==> src/hdl/tmmc_pkg.sv <==
// Shared types and constants for the trimmed mean mode classifier.
package tmmc_pkg;

  localparam int ADC_BITS_DEF = 10;
  localparam int GROUP_SIZE   = 6;
  localparam int ROUND_BIAS   = 2;
  localparam int COUNT_W      = 3;

  localparam int WINDOW_RST = 50;
  localparam int CONT_RST   = 341;
  localparam int INTER_RST  = 682;
  localparam int SLEEP_RST  = 1023;

  typedef enum logic [1:0] {
    MODE_DISABLED = 2'd0,
    MODE_CONT     = 2'd1,
    MODE_INTER    = 2'd2,
    MODE_DORMANT  = 2'd3
  } mode_e;

  typedef enum logic [1:0] {
    REG_WINDOW = 2'd0,
    REG_CONT   = 2'd1,
    REG_INTER  = 2'd2,
    REG_SLEEP  = 2'd3
  } reg_idx_e;

endpackage

==> src/hdl/tmmc_accum.sv <==
// Six-sample group accumulator producing the rounded trimmed mean.
module tmmc_accum #(
  parameter int ADC_BITS = tmmc_pkg::ADC_BITS_DEF
) (
  input  logic                clk_i,
  input  logic                rst_ni,
  input  logic                in_valid_i,
  output logic                in_stall_o,
  input  logic [ADC_BITS-1:0] sample_i,
  input  logic                lvl_ready_i,
  output logic                lvl_valid_o,
  output logic [ADC_BITS-1:0] lvl_o
);
  import tmmc_pkg::*;

  localparam int SUM_W = ADC_BITS + 3;

  logic [COUNT_W-1:0]  count_q, count_d;
  logic [ADC_BITS-1:0] min_q, min_d;
  logic [ADC_BITS-1:0] max_q, max_d;
  logic [SUM_W-1:0]    sum_q, sum_d;
  logic                lvl_valid_q, lvl_valid_d;
  logic [ADC_BITS-1:0] lvl_q;

  logic                in_accept;
  logic                last;
  logic [ADC_BITS-1:0] min_n, max_n;
  logic [SUM_W-1:0]    sum_n, trim;

  assign in_stall_o = lvl_valid_q && !lvl_ready_i;
  assign in_accept  = in_valid_i && !in_stall_o;
  assign last       = (count_q == COUNT_W'(GROUP_SIZE - 1));

  assign min_n = (sample_i < min_q) ? sample_i : min_q;
  assign max_n = (sample_i > max_q) ? sample_i : max_q;
  assign sum_n = sum_q + SUM_W'(sample_i);
  // Drop the extremes and round the mean of the remaining four.
  assign trim  = sum_n - SUM_W'(min_n) - SUM_W'(max_n) + SUM_W'(ROUND_BIAS);

  always_comb begin
    count_d     = count_q;
    min_d       = min_q;
    max_d       = max_q;
    sum_d       = sum_q;
    lvl_valid_d = lvl_valid_q;
    if (in_accept) begin
      lvl_valid_d = last;
      if (last) begin
        count_d = '0;
        min_d   = '1;
        max_d   = '0;
        sum_d   = '0;
      end else begin
        count_d = count_q + COUNT_W'(1);
        min_d   = min_n;
        max_d   = max_n;
        sum_d   = sum_n;
      end
    end else if (lvl_ready_i) begin
      lvl_valid_d = 1'b0;
    end
  end

  always_ff @(posedge clk_i or negedge rst_ni) begin
    if (!rst_ni) begin
      count_q     <= '0;
      min_q       <= '1;
      max_q       <= '0;
      sum_q       <= '0;
      lvl_valid_q <= 1'b0;
    end else begin
      count_q     <= count_d;
      min_q       <= min_d;
      max_q       <= max_d;
      sum_q       <= sum_d;
      lvl_valid_q <= lvl_valid_d;
    end
  end

  always_ff @(posedge clk_i) begin
    if (in_accept && last) begin
      lvl_q <= trim[ADC_BITS+1:2];
    end
  end

  assign lvl_valid_o = lvl_valid_q;
  assign lvl_o       = lvl_q;

  a_count_range: assert property (@(posedge clk_i) disable iff (!rst_ni)
    count_q <= COUNT_W'(GROUP_SIZE - 1))
    else $error("group counter ran past the group size");

  a_group_close: assert property (@(posedge clk_i) disable iff (!rst_ni)
    (in_accept && last) |=> (lvl_valid_q && count_q == '0 && sum_q == '0 && min_q == '1))
    else $error("group end did not issue a level and clear the group");

  a_level_hold: assert property (@(posedge clk_i) disable iff (!rst_ni)
    (lvl_valid_q && !lvl_ready_i) |=> (lvl_valid_q && $stable(lvl_q)))
    else $error("waiting level changed before it was taken");

endmodule

==> src/hdl/tmmc_classify.sv <==
// Mode decision on the trimmed mean and the result register.
module tmmc_classify #(
  parameter int ADC_BITS = tmmc_pkg::ADC_BITS_DEF
) (
  input  logic                clk_i,
  input  logic                rst_ni,
  input  logic                lvl_valid_i,
  output logic                lvl_ready_o,
  input  logic [ADC_BITS-1:0] lvl_i,
  input  logic [ADC_BITS-1:0] window_i,
  input  logic [ADC_BITS-1:0] cont_center_i,
  input  logic [ADC_BITS-1:0] inter_center_i,
  input  logic [ADC_BITS-1:0] sleep_level_i,
  output logic                out_valid_o,
  input  logic                out_stall_i,
  output tmmc_pkg::mode_e     mode_o,
  output logic [ADC_BITS-1:0] level_o,
  output logic                matched_o
);
  import tmmc_pkg::*;

  localparam int DW = ADC_BITS + 1;

  logic                out_valid_q, out_valid_d;
  mode_e               mode_q, mode_d;
  logic [ADC_BITS-1:0] level_q;
  logic                matched_q, matched_d;
  logic                fire;

  logic signed [DW-1:0] lvl_s, win_s, d_cont, d_inter, a_cont, a_inter, sleep_thr;

  assign lvl_ready_o = !out_valid_q || !out_stall_i;
  assign fire        = lvl_valid_i && lvl_ready_o;

  assign lvl_s     = signed'({1'b0, lvl_i});
  assign win_s     = signed'({1'b0, window_i});
  assign d_cont    = lvl_s - signed'({1'b0, cont_center_i});
  assign d_inter   = lvl_s - signed'({1'b0, inter_center_i});
  assign a_cont    = d_cont[DW-1] ? -d_cont : d_cont;
  assign a_inter   = d_inter[DW-1] ? -d_inter : d_inter;
  assign sleep_thr = signed'({1'b0, sleep_level_i}) - win_s;

  always_comb begin
    mode_d      = mode_q;
    matched_d   = matched_q;
    out_valid_d = out_valid_q;
    if (lvl_ready_o) begin
      out_valid_d = lvl_valid_i;
    end
    if (fire) begin
      matched_d = 1'b1;
      // First window in priority order wins; otherwise hold the mode.
      if (lvl_i <= window_i) begin
        mode_d = MODE_DISABLED;
      end else if (a_cont <= win_s) begin
        mode_d = MODE_CONT;
      end else if (a_inter <= win_s) begin
        mode_d = MODE_INTER;
      end else if (lvl_s >= sleep_thr) begin
        mode_d = MODE_DORMANT;
      end else begin
        matched_d = 1'b0;
      end
    end
  end

  always_ff @(posedge clk_i or negedge rst_ni) begin
    if (!rst_ni) begin
      out_valid_q <= 1'b0;
      mode_q      <= MODE_DISABLED;
      matched_q   <= 1'b0;
    end else begin
      out_valid_q <= out_valid_d;
      mode_q      <= mode_d;
      matched_q   <= matched_d;
    end
  end

  always_ff @(posedge clk_i) begin
    if (fire) begin
      level_q <= lvl_i;
    end
  end

  assign out_valid_o = out_valid_q;
  assign mode_o      = mode_q;
  assign level_o     = level_q;
  assign matched_o   = matched_q;

  a_fire_loads: assert property (@(posedge clk_i) disable iff (!rst_ni)
    fire |=> out_valid_q)
    else $error("accepted level did not reach the result register");

  a_off_window: assert property (@(posedge clk_i) disable iff (!rst_ni)
    (fire && lvl_i <= window_i) |=> (mode_q == MODE_DISABLED && matched_q))
    else $error("level inside the off window did not select off");

  a_hold_mode: assert property (@(posedge clk_i) disable iff (!rst_ni)
    !fire |=> $stable(mode_q))
    else $error("mode changed without a new level");

endmodule

==> src/hdl/trimmed_mean_mode_classifier.sv <==
// Top level of the trimmed mean mode classifier: config registers and datapath.
//
// Usage:
//   Input channel: sample_i with in_valid_i / in_stall_o. A transaction is
//   accepted at a clock edge with in_valid_i high and in_stall_o low.
//   Every sixth accepted sample closes a group and yields one result
//   transaction on mode_o / level_o / matched_o with out_valid_o /
//   out_stall_i; the other five samples yield nothing.
//   Throughput: one sample per cycle while in_stall_o is low. The level
//   register loads at the edge that accepts the sixth sample; the result
//   register then takes that level once out_valid_o or out_stall_i is low,
//   and out_valid_o rises as it loads.
//   Config port: cfg_we_i writes cfg_data_i into register cfg_idx_i
//   (window, continuous center, intermittent center, sleep level) at the
//   clock edge; write only while no group result is pending.
//   Reset (rst_ni low, asynchronous): config returns to its defaults, the
//   group restarts empty and the mode goes to off.
//   Stall: a result held by out_stall_i stays stable; samples keep being
//   accepted until a second finished level waits behind it, then
//   in_stall_o rises until the result is taken.
module trimmed_mean_mode_classifier #(
  parameter int ADC_BITS = tmmc_pkg::ADC_BITS_DEF
) (
  input  logic                clk_i,
  input  logic                rst_ni,
  input  logic                cfg_we_i,
  input  tmmc_pkg::reg_idx_e  cfg_idx_i,
  input  logic [ADC_BITS-1:0] cfg_data_i,
  input  logic                in_valid_i,
  output logic                in_stall_o,
  input  logic [ADC_BITS-1:0] sample_i,
  output logic                out_valid_o,
  input  logic                out_stall_i,
  output tmmc_pkg::mode_e     mode_o,
  output logic [ADC_BITS-1:0] level_o,
  output logic                matched_o
);
  import tmmc_pkg::*;

  logic [ADC_BITS-1:0] window_q, cont_q, inter_q, sleep_q;
  logic                lvl_valid, lvl_ready;
  logic [ADC_BITS-1:0] lvl;

  // Config registers; defaults truncate to the ADC width.
  always_ff @(posedge clk_i or negedge rst_ni) begin
    if (!rst_ni) begin
      window_q <= ADC_BITS'(WINDOW_RST);
      cont_q   <= ADC_BITS'(CONT_RST);
      inter_q  <= ADC_BITS'(INTER_RST);
      sleep_q  <= ADC_BITS'(SLEEP_RST);
    end else if (cfg_we_i) begin
      case (cfg_idx_i)
        REG_WINDOW: window_q <= cfg_data_i;
        REG_CONT:   cont_q   <= cfg_data_i;
        REG_INTER:  inter_q  <= cfg_data_i;
        REG_SLEEP:  sleep_q  <= cfg_data_i;
        default: ;
      endcase
    end
  end

  // Accumulate groups of six and produce the trimmed mean.
  tmmc_accum #(.ADC_BITS(ADC_BITS)) u_accum (
    .clk_i       (clk_i),
    .rst_ni      (rst_ni),
    .in_valid_i  (in_valid_i),
    .in_stall_o  (in_stall_o),
    .sample_i    (sample_i),
    .lvl_ready_i (lvl_ready),
    .lvl_valid_o (lvl_valid),
    .lvl_o       (lvl)
  );

  // Classify the mean and hold the result for the receiver.
  tmmc_classify #(.ADC_BITS(ADC_BITS)) u_classify (
    .clk_i          (clk_i),
    .rst_ni         (rst_ni),
    .lvl_valid_i    (lvl_valid),
    .lvl_ready_o    (lvl_ready),
    .lvl_i          (lvl),
    .window_i       (window_q),
    .cont_center_i  (cont_q),
    .inter_center_i (inter_q),
    .sleep_level_i  (sleep_q),
    .out_valid_o    (out_valid_o),
    .out_stall_i    (out_stall_i),
    .mode_o         (mode_o),
    .level_o        (level_o),
    .matched_o      (matched_o)
  );

endmodule
==> config.mk <==
export PLATFORM = sky130hd
export DESIGN_NAME = trimmed_mean_mode_classifier
export DESIGN_NICKNAME = d
export VERILOG_FILES = /design/src/hdl/tmmc_pkg.sv /design/src/hdl/tmmc_accum.sv /design/src/hdl/tmmc_classify.sv /design/src/hdl/trimmed_mean_mode_classifier.sv
export SDC_FILE = /design/constraint.sdc
export NUM_CORES = 1
export LEC_CHECK = 0
export BUFFER_PORTS_ARGS = -buffer_cell sky130_fd_sc_hd__clkbuf_2
export CORE_MARGIN = 4
export CORE_UTILIZATION = 55
export DETAILED_ROUTE_END_ITERATION = 7
export GPL_ROUTABILITY_DRIVEN = 1
export PLACE_DENSITY = 0.76
export SLEW_MARGIN = 20
export SYNTH_ARGS = -nofsm -noshare
export SYNTH_HDL_FRONTEND = slang
export SYNTH_SLANG_ARGS = --single-unit
==> constraint.sdc <==
create_clock -name clk_i -period 4.5 [get_ports clk_i]
set_input_delay 0.9 -clock clk_i [delete_from_list [all_inputs] [get_ports clk_i]]
set_output_delay 0.9 -clock clk_i [all_outputs]
set_load 0.05 [all_outputs]
Yosys cells after proc, flatten, opt, wreduce, memory -nomap -nowiden --
Cells that the tools add are included.
Word-level totals: bits in writable memories 0, output and inout port bits 15, bits of input ports 27, ROM bits 0, register bits after elaboration 101, logic and storage cells 69, latch bits 0, memories kept 0
Operators by class: bitwise logic cells 0, reduce and logical (&&, ||, !) cells 17, $mul 0, mux-type cells 18, shift-type cells 0, magnitude comparators 6, equal/unequal tests 4, div/mod/pow operators 0, add/sub/neg operators 10
Operator list (number):
- 10-bit two-way mux | 4
- 10-bit by 10-bit subtractor with 11-bit output | 3
- 12-bit by 10-bit subtractor with 12-bit output | 2
- 11-bit <= comparator | 2
- 11-bit two-way mux | 2
- 11-bit negation | 2
- 13-bit by 10-bit adder with 13-bit output | 1
- 13-bit two-way mux | 1
- 12-bit by 2-bit adder with 12-bit output (second input constant) | 1
- 11-bit >= comparator | 1
- 10-bit > comparator | 1
- 10-bit <= comparator | 1
- 10-bit less-than comparator | 1
- 2-bit AND reduction | 5
- 2-bit two-way mux | 4
- 1-bit two-way mux | 6
- 2-bit == test (second input constant) | 2
- 1-bit logical AND | 4
- 1-bit logical NOT | 4
- 4-bit nonzero test | 1
- 3-bit by 1-bit adder with 3-bit output (second input constant) | 1
- 3-bit == test (second input constant) | 1
- 3-bit two-way mux | 1
- 2-bit by 1-bit == test with 1-bit output (second input constant) | 1
- 3 further kinds | 3

Longest topological paths before layout --
Gate-level depths: netlist of the first run.
depth in word-level cells 7, gate-level depth with buffers 25, gate-level depth less buffers 24

Hierarchy --
Synthesis of the first run repeated with hierarchy kept, for this count alone.
Second synthesis, totals: cell total of the unflattened synthesis 841, area total of the unflattened synthesis 8445.6 um2
Modules (own cells, without submodules):
- tmmc_accum | area each 3649.8 um2, instances 1, cells an instance 361, sequential area each 1213.7 um2
- tmmc_classify | area each 3169.3 um2, instances 1, cells an instance 393, sequential area each 400.4 um2
- trimmed_mean_mode_classifier | area each 1626.6 um2, instances 1, cells an instance 87, sequential area each 1029.7 um2

Worst setup path before layout of the first run --
Ideal clock, no wire load.
path kind input to register, start input sample_i[6], end register u_accum.lvl_q[8], in the netlist u_accum.lvl_o[8] (data pin), slack -0.716 ns, required time 4.242 ns, buffers on the path 1, data arrival time 4.958 ns, stages 24, setup time 0.258 ns, path through ha_1 a21o_1 a21oi_1 nor2b_1 o21ai_1 a311oi_1 nor2_1 buf_1 mux2i_1 fa_1 inv_1 fa_1 inv_1 ha_1 inv_1 fa_1 nor2b_1 o21ai_0 a21boi_0 o21a_1 o21ai_0 nand2b_1 a21oi_1 xnor2_1
Between the ends: cells in the longest elaborated chain, start to end 5, elaborated cells on any way between the ends 8, those cells by class add/sub: 4; order compare: 2; mux: 2
Ends and longest elaborated chain:
- from (decl) | RTL line trimmed_mean_mode_classifier.sv:31 | input logic [ADC_BITS-1:0] sample_i,
- 10-bit less-than comparator | RTL line tmmc_accum.sv:34 | assign min_n = (sample_i < min_q) ? sample_i : min_q;
- 10-bit two-way mux | RTL line tmmc_accum.sv:34
- 12-bit by 10-bit subtractor with 12-bit output | RTL line tmmc_accum.sv:38 | assign trim = sum_n - SUM_W'(min_n) - SUM_W'(max_n) + SUM_W'(ROUND_BIAS);
- 12-bit by 10-bit subtractor with 12-bit output * | RTL line tmmc_accum.sv:38
- 12-bit by 2-bit adder with 12-bit output * | RTL line tmmc_accum.sv:38
- net u_accum.trim[10] | RTL line tmmc_accum.sv:28 | logic [SUM_W-1:0] sum_n, trim;
- to (signal assigned) | RTL line tmmc_accum.sv:82 | lvl_q <= trim[ADC_BITS+1:2];
- to (decl) | RTL line tmmc_accum.sv:23 | logic [ADC_BITS-1:0] lvl_q;
Mark *: on every way through the listed nets, which the timed path passes. The rest lies on a longest branch. A chain may end at the register's enable or synchronous reset.

Worst setup path in the final report of the first run --
start input sample_i[2], end register u_accum.lvl_q[8], in the netlist u_accum.lvl_o[8] (data pin)
Same word-level chain as after synthesis.

==> metrics.yaml, run 1 <==
dp.final_hpwl_um: 14730
die_y_um: 129.5
yosys_warnings: 0
antenna_cells: 0
syn_area_mm2: 0.008114
holdPathStages: 2
initial_core_util_pct: 56.04
r2r-end: "u_accum.lvl_o[8]"
core_mm2: 0.01448
clock_path_buffers: 2
period_minus_slack_ns: 4.646
rrSetupSlack_ns: -0.12
tightest_slew_ns: 1.048
nets: 1111
fmax_mhz: 215.2
final_hold_viol_count: 0
grt_pass1_wl_um: 31710
cp.required_ns: 4.61
hp-class: "flop to flop"
insertion_delay_ns: 0.36
min_to: "u_accum.sum_q[0]"
ys_seq_area_share_pct: 32.58
drt_pass1_iterations: 7
relSlewSlack_pct: 29.82
routedWlPerCell_um: 17.06
end_kind: "flop"
viasPerCell: 5.759
final_common_cell: "ha_1"
violations: "negative setup slack"
reg2regPathDepth: 23
grt_pass1_vias: 6797
grt.total_usage_pct: 23.91
gp_congestion: 0.8775
criticalPathCategory: "input pin to flop"
io_buffers: 41
setup_viol: 3
startpoint_type: "input pin"
worstHoldStart: "u_accum.sum_q[0]"
syn_avg_cell_area_um2: 9.800
drc: 0
cts.sinks: 100
cts_made_buffers: 9
first_iter_violations: 269
vias: 6559
grt-ovfl-total: 0
ant_nets: 0
antenna_found_initial: 0
synth_top_area_share_pct: 18.50
final_cell_mix: "ha_1, inv_1, buf_4"
outcome: "complete, but fails checks"
arrival_ns: 4.75
synthTopCellsByArea: "ha_1, dfrtp_1, dfstp_2"
finClkSkew_ns: 0.008545
grt_max_degree: 81
r2r-start: "u_accum.min_q[6]"
synth_edf_count: 20
htree_num_levels: 3
period_share_pct: 103.2
die_area_mm2: 0.01676
synth_ff_type: "dfrtp_1"
crit_path_top_delay_cell: "fa_1"
pin_count: 42
rsz0062_at_grt: "true"
rows: 44
cts_tree: "yes"
path_cells: "clkbuf_2 -> buf_4 -> ha_4 -> a21oi_2 -> o22ai_1 -> nor2_1 -> o221ai_2 -> o22ai_4 -> buf_6 -> mux2i_4 -> fa_1 -> ha_4 -> inv_1 -> fa_2 -> nor2b_1 -> o21ai_1 -> a21boi_1 -> o21a_1 -> o21ai_1 -> nand2b_1 -> a21oi_2 -> xnor2_1"
crit_fanout: 5
routed_wl_um: 19430
drive_gt1_share_pct: 29.63
clk_pin_slew_ns: 0.07
synth_cell_types: 70
clock-root-buffer: "clkbuf_16"
maxSlewViolCount: 0
maxCapViolations: 0
synth_cells: 828
setup_slack_ns: -0.1462
synth.largest_area_cell: "ha_1"
syn_to_final_growth_pct: 21.59
synthesis.nets: 989
die_w_um: 129.5
post-route-util_pct: 68.14
ys_ff_latch: 100
async_reset_ff_share_pct: 80.00
cpPeakStageDelay_ns: 0.45
[per-stage QoR]
stage / setup WS, ns / hold slack [ns] / TNS, ns / instances / instance area, um2
6_report: -0.1462 / 0.4796 / -0.3069 / 1139 / 9866
5_1_grt: -0.3914 / 0.5083 / -1.144 / 1139 / 9866
4_1_cts: -0.1347 / 0.4794 / -0.3151 / 1129 / 9515
3_5_place_dp: -0.6746 / 0.4636 / -3.196 / 1111 / 9131
3_3_place_gp: -0.5589 / 0.4417 / -2.524 / 1111 / 9131
2_1_floorplan: -0.2729 / 0.4264 / -0.5086 / 828 / 8222
[cell families (layout without fill, tap and decap cells)]
family	after synthesis	in the layout	synth area share (%)
simple gates	188	188	11.61
flops	100	100	32.58
mux	52	52	6.985
buf+inv	111	238	5.135
compound gates	192	192	16.13
xor+xnor	51	51	5.598
fa+ha+maj	134	134	21.96
[flip-flops by register name, indices dropped and copies added, names as in the netlist]
name,flops
sleep_q,10
u_accum.count_q,3
window_q,10
u_classify.matched_o,1
u_classify.mode_o,2
cont_q,10
u_classify.level_o,10
u_accum.min_q,10
u_classify.out_valid_o,1
u_accum.lvl_valid_o,1
u_accum.max_q,10
inter_q,10
u_accum.sum_q,12
u_accum.lvl_o,10
[what timing repair did]
action | in CTS | in global routing
resized for setup | 15 | 49
buffers inserted | 2 | 10
pin swaps | 16 | 32
setup endpoints to repair | 4 | 9
hold buffers | 0 | 0
[final cells by class]
class / count / area [um2]
Sequential cell: 100 / 2644
Clock buffer: 9 / 225.2
Inverter: 98 / 367.9
Multi-Input combinational cell: 617 / 5455
Clock inverter: 7 / 81.33
Timing Repair Buffer: 124 / 862.1
Tap cell: 184 / 230.2
Fill cell: 1125 / 4613
[Yosys cell counts, drive strengths merged, types with 20 or more instances]
| cell | n |
|---|---|
| ha | 120 |
| inv | 98 |
| nand2 | 51 |
| o21ai | 48 |
| dfrtp | 47 |
| nor2 | 44 |
| a21oi | 43 |
| mux2 | 37 |
| dfstp | 33 |
| xnor2 | 33 |
| nand3 | 24 |
| edfxtp | 20 |
[metal layers]
metal | global-route usage [%] | vias to the layer above | share of wire (%)
met5 | 0 | - | 0
li1 | - | 3222 | -
met2 | 44.39 | 126 | 53
met1 | 27.10 | 3163 | 41
met3 | 2.638 | 48 | 2.4
met4 | 11.92 | 0 | 3.5
[worst max-delay path by stage]
stage,start,cells after the start,slack (ns),end
detailed placement,sample_i[1],20,-0.67,u_accum.lvl_o[9]
global placement,sample_i[1],23,-0.56,u_accum.lvl_o[8]
finish,sample_i[2],22,-0.15,u_accum.lvl_o[8]
CTS,sample_i[1],23,-0.13,u_accum.lvl_o[8]
floorplan,sample_i[1],23,-0.27,u_accum.lvl_o[8]
global route,sample_i[2],22,-0.39,u_accum.lvl_o[8]
[critical path, delay by kind of cell]
family | cells | cell delay, ns
AO/OA/AOI/OAI | 9 | 1.25
AND/OR/NAND/NOR | 3 | 0.38
adder cells (fa/ha/maj) | 4 | 1.38
buffers and inverters | 4 | 0.48
multiplexers | 1 | 0.25
XOR/XNOR | 1 | 0.12
Power of run 1 is left out: the tool's default activity adds up to more than one toggle a clock period on the data nets, which glitch-free logic cannot reach.
==> run 2: changes to the inputs <==
- REMOVE_ABC_BUFFERS: not set -> 1
==> metrics.yaml, run 2 (synthesis results as in run 1) <==
criticalPathCategory: "input pin to flop"
finClkSkew_ns: 0.01243  # +0.003880 ns
pin_count: 42  # unchanged
routedWlPerCell_um: 17.20  # +0.81%
antenna_found_initial: 0  # unchanged
reg2regPathDepth: 23  # unchanged
die_y_um: 129.5  # unchanged
fillerInstances: 1094  # -2.8%
cts.sinks: 100  # unchanged
grt_pass1_wl_um: 31640  # -0.22%
worstHoldStart: "u_accum.sum_q[0]"
relSlewSlack_pct: 28.56  # -1.3 points
io_buffers: 41  # unchanged
grt-ovfl-total: 0  # unchanged
die_area_mm2: 0.01676  # unchanged
rsz0062_at_grt: "true"
syn_to_final_growth_pct: 21.31
fin_hold_ws_ns: 0.4881  # +0.008489 ns
outcome: "complete, but fails checks"
ant_nets: 0  # unchanged
drive_gt1_share_pct: 28.60  # -1.0 points
maxCapViolations: 0  # unchanged
ctsHoldBuffers: 0  # unchanged
nets: 1114  # +0.27%
core_mm2: 0.01448  # unchanged
grt_pass1_vias: 6707  # -1.3%
clock_path_buffers: 2  # unchanged
period_share_pct: 107.6  # +4.3 points
clock-root-buffer: "clkbuf_16"
cts_made_buffers: 9  # unchanged
htree_num_levels: 3  # unchanged
maxSlewViolCount: 0  # unchanged
final_hold_viol_count: 0  # unchanged
insertion_delay_ns: 0.36  # about the same
finalSetupTns_ns: -0.9268  # -0.6199 ns
vias: 6535  # -0.37%
crit_fanout: 4  # -1
setup_slack_ns: -0.3412  # -0.1950 ns
grt.total_usage_pct: 23.90  # about the same
violations: "negative setup slack"
holdPathStages: 2  # unchanged
antenna_cells: 0  # unchanged
arrival_ns: 4.96  # +0.21 ns
period_minus_slack_ns: 4.841  # +0.1950 ns
cts_tree: "yes"
regMostFlops: "u_accum.sum_q"
grt_max_degree: 54  # -33%
startpoint_type: "input pin"
dp.final_hpwl_um: 14550  # -1.2%
final_cell_mix: "ha_1, inv_1, buf_4"
initial_core_util_pct: 56.04  # unchanged
first_iter_violations: 243  # -9.7%
clk_pin_slew_ns: 0.07  # about the same
rows: 44  # unchanged
hp-class: "flop to flop"
cp.required_ns: 4.62  # about the same
drc: 0  # unchanged
fmax_mhz: 206.6  # -4.0%
rrSetupSlack_ns: -0.19  # -0.07 ns
routed_wl_um: 19640  # +1.1%
end_kind: "flop"
gp_congestion: 0.8782  # about the same
r2r-start: "u_accum.min_q[6]"
die_w_um: 129.5  # unchanged
tightest_slew_ns: 1.067  # +0.01884 ns
setup_viol: 4  # +1
final_common_cell: "ha_1"
r2r-end: "u_accum.lvl_o[8]"
largest_reg_flops: 12  # unchanged
drt_pass1_iterations: 4  # -3
min_to: "u_accum.sum_q[0]"
viasPerCell: 5.722  # -0.63%
-- run 2: how the worst max path moves through the flow --
stage,from,end
6_report,sample_i[6],u_accum.lvl_o[8]
5_1_grt,sample_i[6],u_accum.lvl_o[8]
4_1_cts,sample_i[1],u_accum.lvl_o[8]
3_5_place_dp,sample_i[1],u_accum.lvl_o[9]
3_3_place_gp,sample_i[1],u_accum.lvl_o[9]
2_1_floorplan,sample_i[6],u_accum.lvl_o[9]
-- run 2: area by class of cell --
cell class                      instances  area (um2)  area share [%]
Clock inverter                          4       50.05          0.5085
Clock buffer                           12       236.5           2.402
Tap cell                              184       230.2           2.339
Multi-Input combinational cell        617        5413           54.99
Timing Repair Buffer                  127       902.1           9.165
Sequential cell                       100        2644           26.86
Inverter                               98       367.9           3.737
-- run 2: worst max-delay path: stages --
cell      delay, ns
buf_8          0.10
buf_6          0.11
ha_4           0.24
nand4_1        0.16
nor2_2         0.18
nand3_2        0.14
buf_6          0.15
o22ai_4        0.23
buf_4          0.16
buf_6          0.09
buf_6          0.09
mux2i_4        0.25
fa_1           0.47
ha_4           0.32
inv_1          0.07
fa_2           0.40
nor2b_2        0.13
o21ai_2        0.08
a21boi_2       0.17
o21a_1         0.19
o21ai_1        0.09
nand2b_1       0.09
a21oi_2        0.06
xnor2_1        0.12
-- run 2: repair_timing --
item,in CTS,in global routing
endpoints found under the setup margin,6,9
buffers inserted,7,9
resized for setup,43,39
pin swaps,27,26
-- run 2: stage by stage --
step                setup WS (ns)  instance area, um2  utilization (%)  instances
global placement          -0.9079                9071            62.65       1115
finish                    -0.3412                9843            67.98       1142
global route              -0.4734                9843            67.98       1142
detailed placement         -1.146                9071            62.65       1115
floorplan                  -1.123                8065                -        815
CTS                       -0.1310                9583            66.19       1135
-- run 2: routing by layer --
metal / GRT usage, % / part of all wire, % / wire length [um] / vias up
met3: 3.462 / 2.7 / 526 / 51
met5: 0 / 0 / 0 / -
met4: 8.802 / 3.4 / 675 / 0
li1: - / - / - / 3235
met2: 44.70 / 53 / 10450 / 108
met1: 27.64 / 41 / 7986 / 3141
Power of run 2 is left out for the same reason.
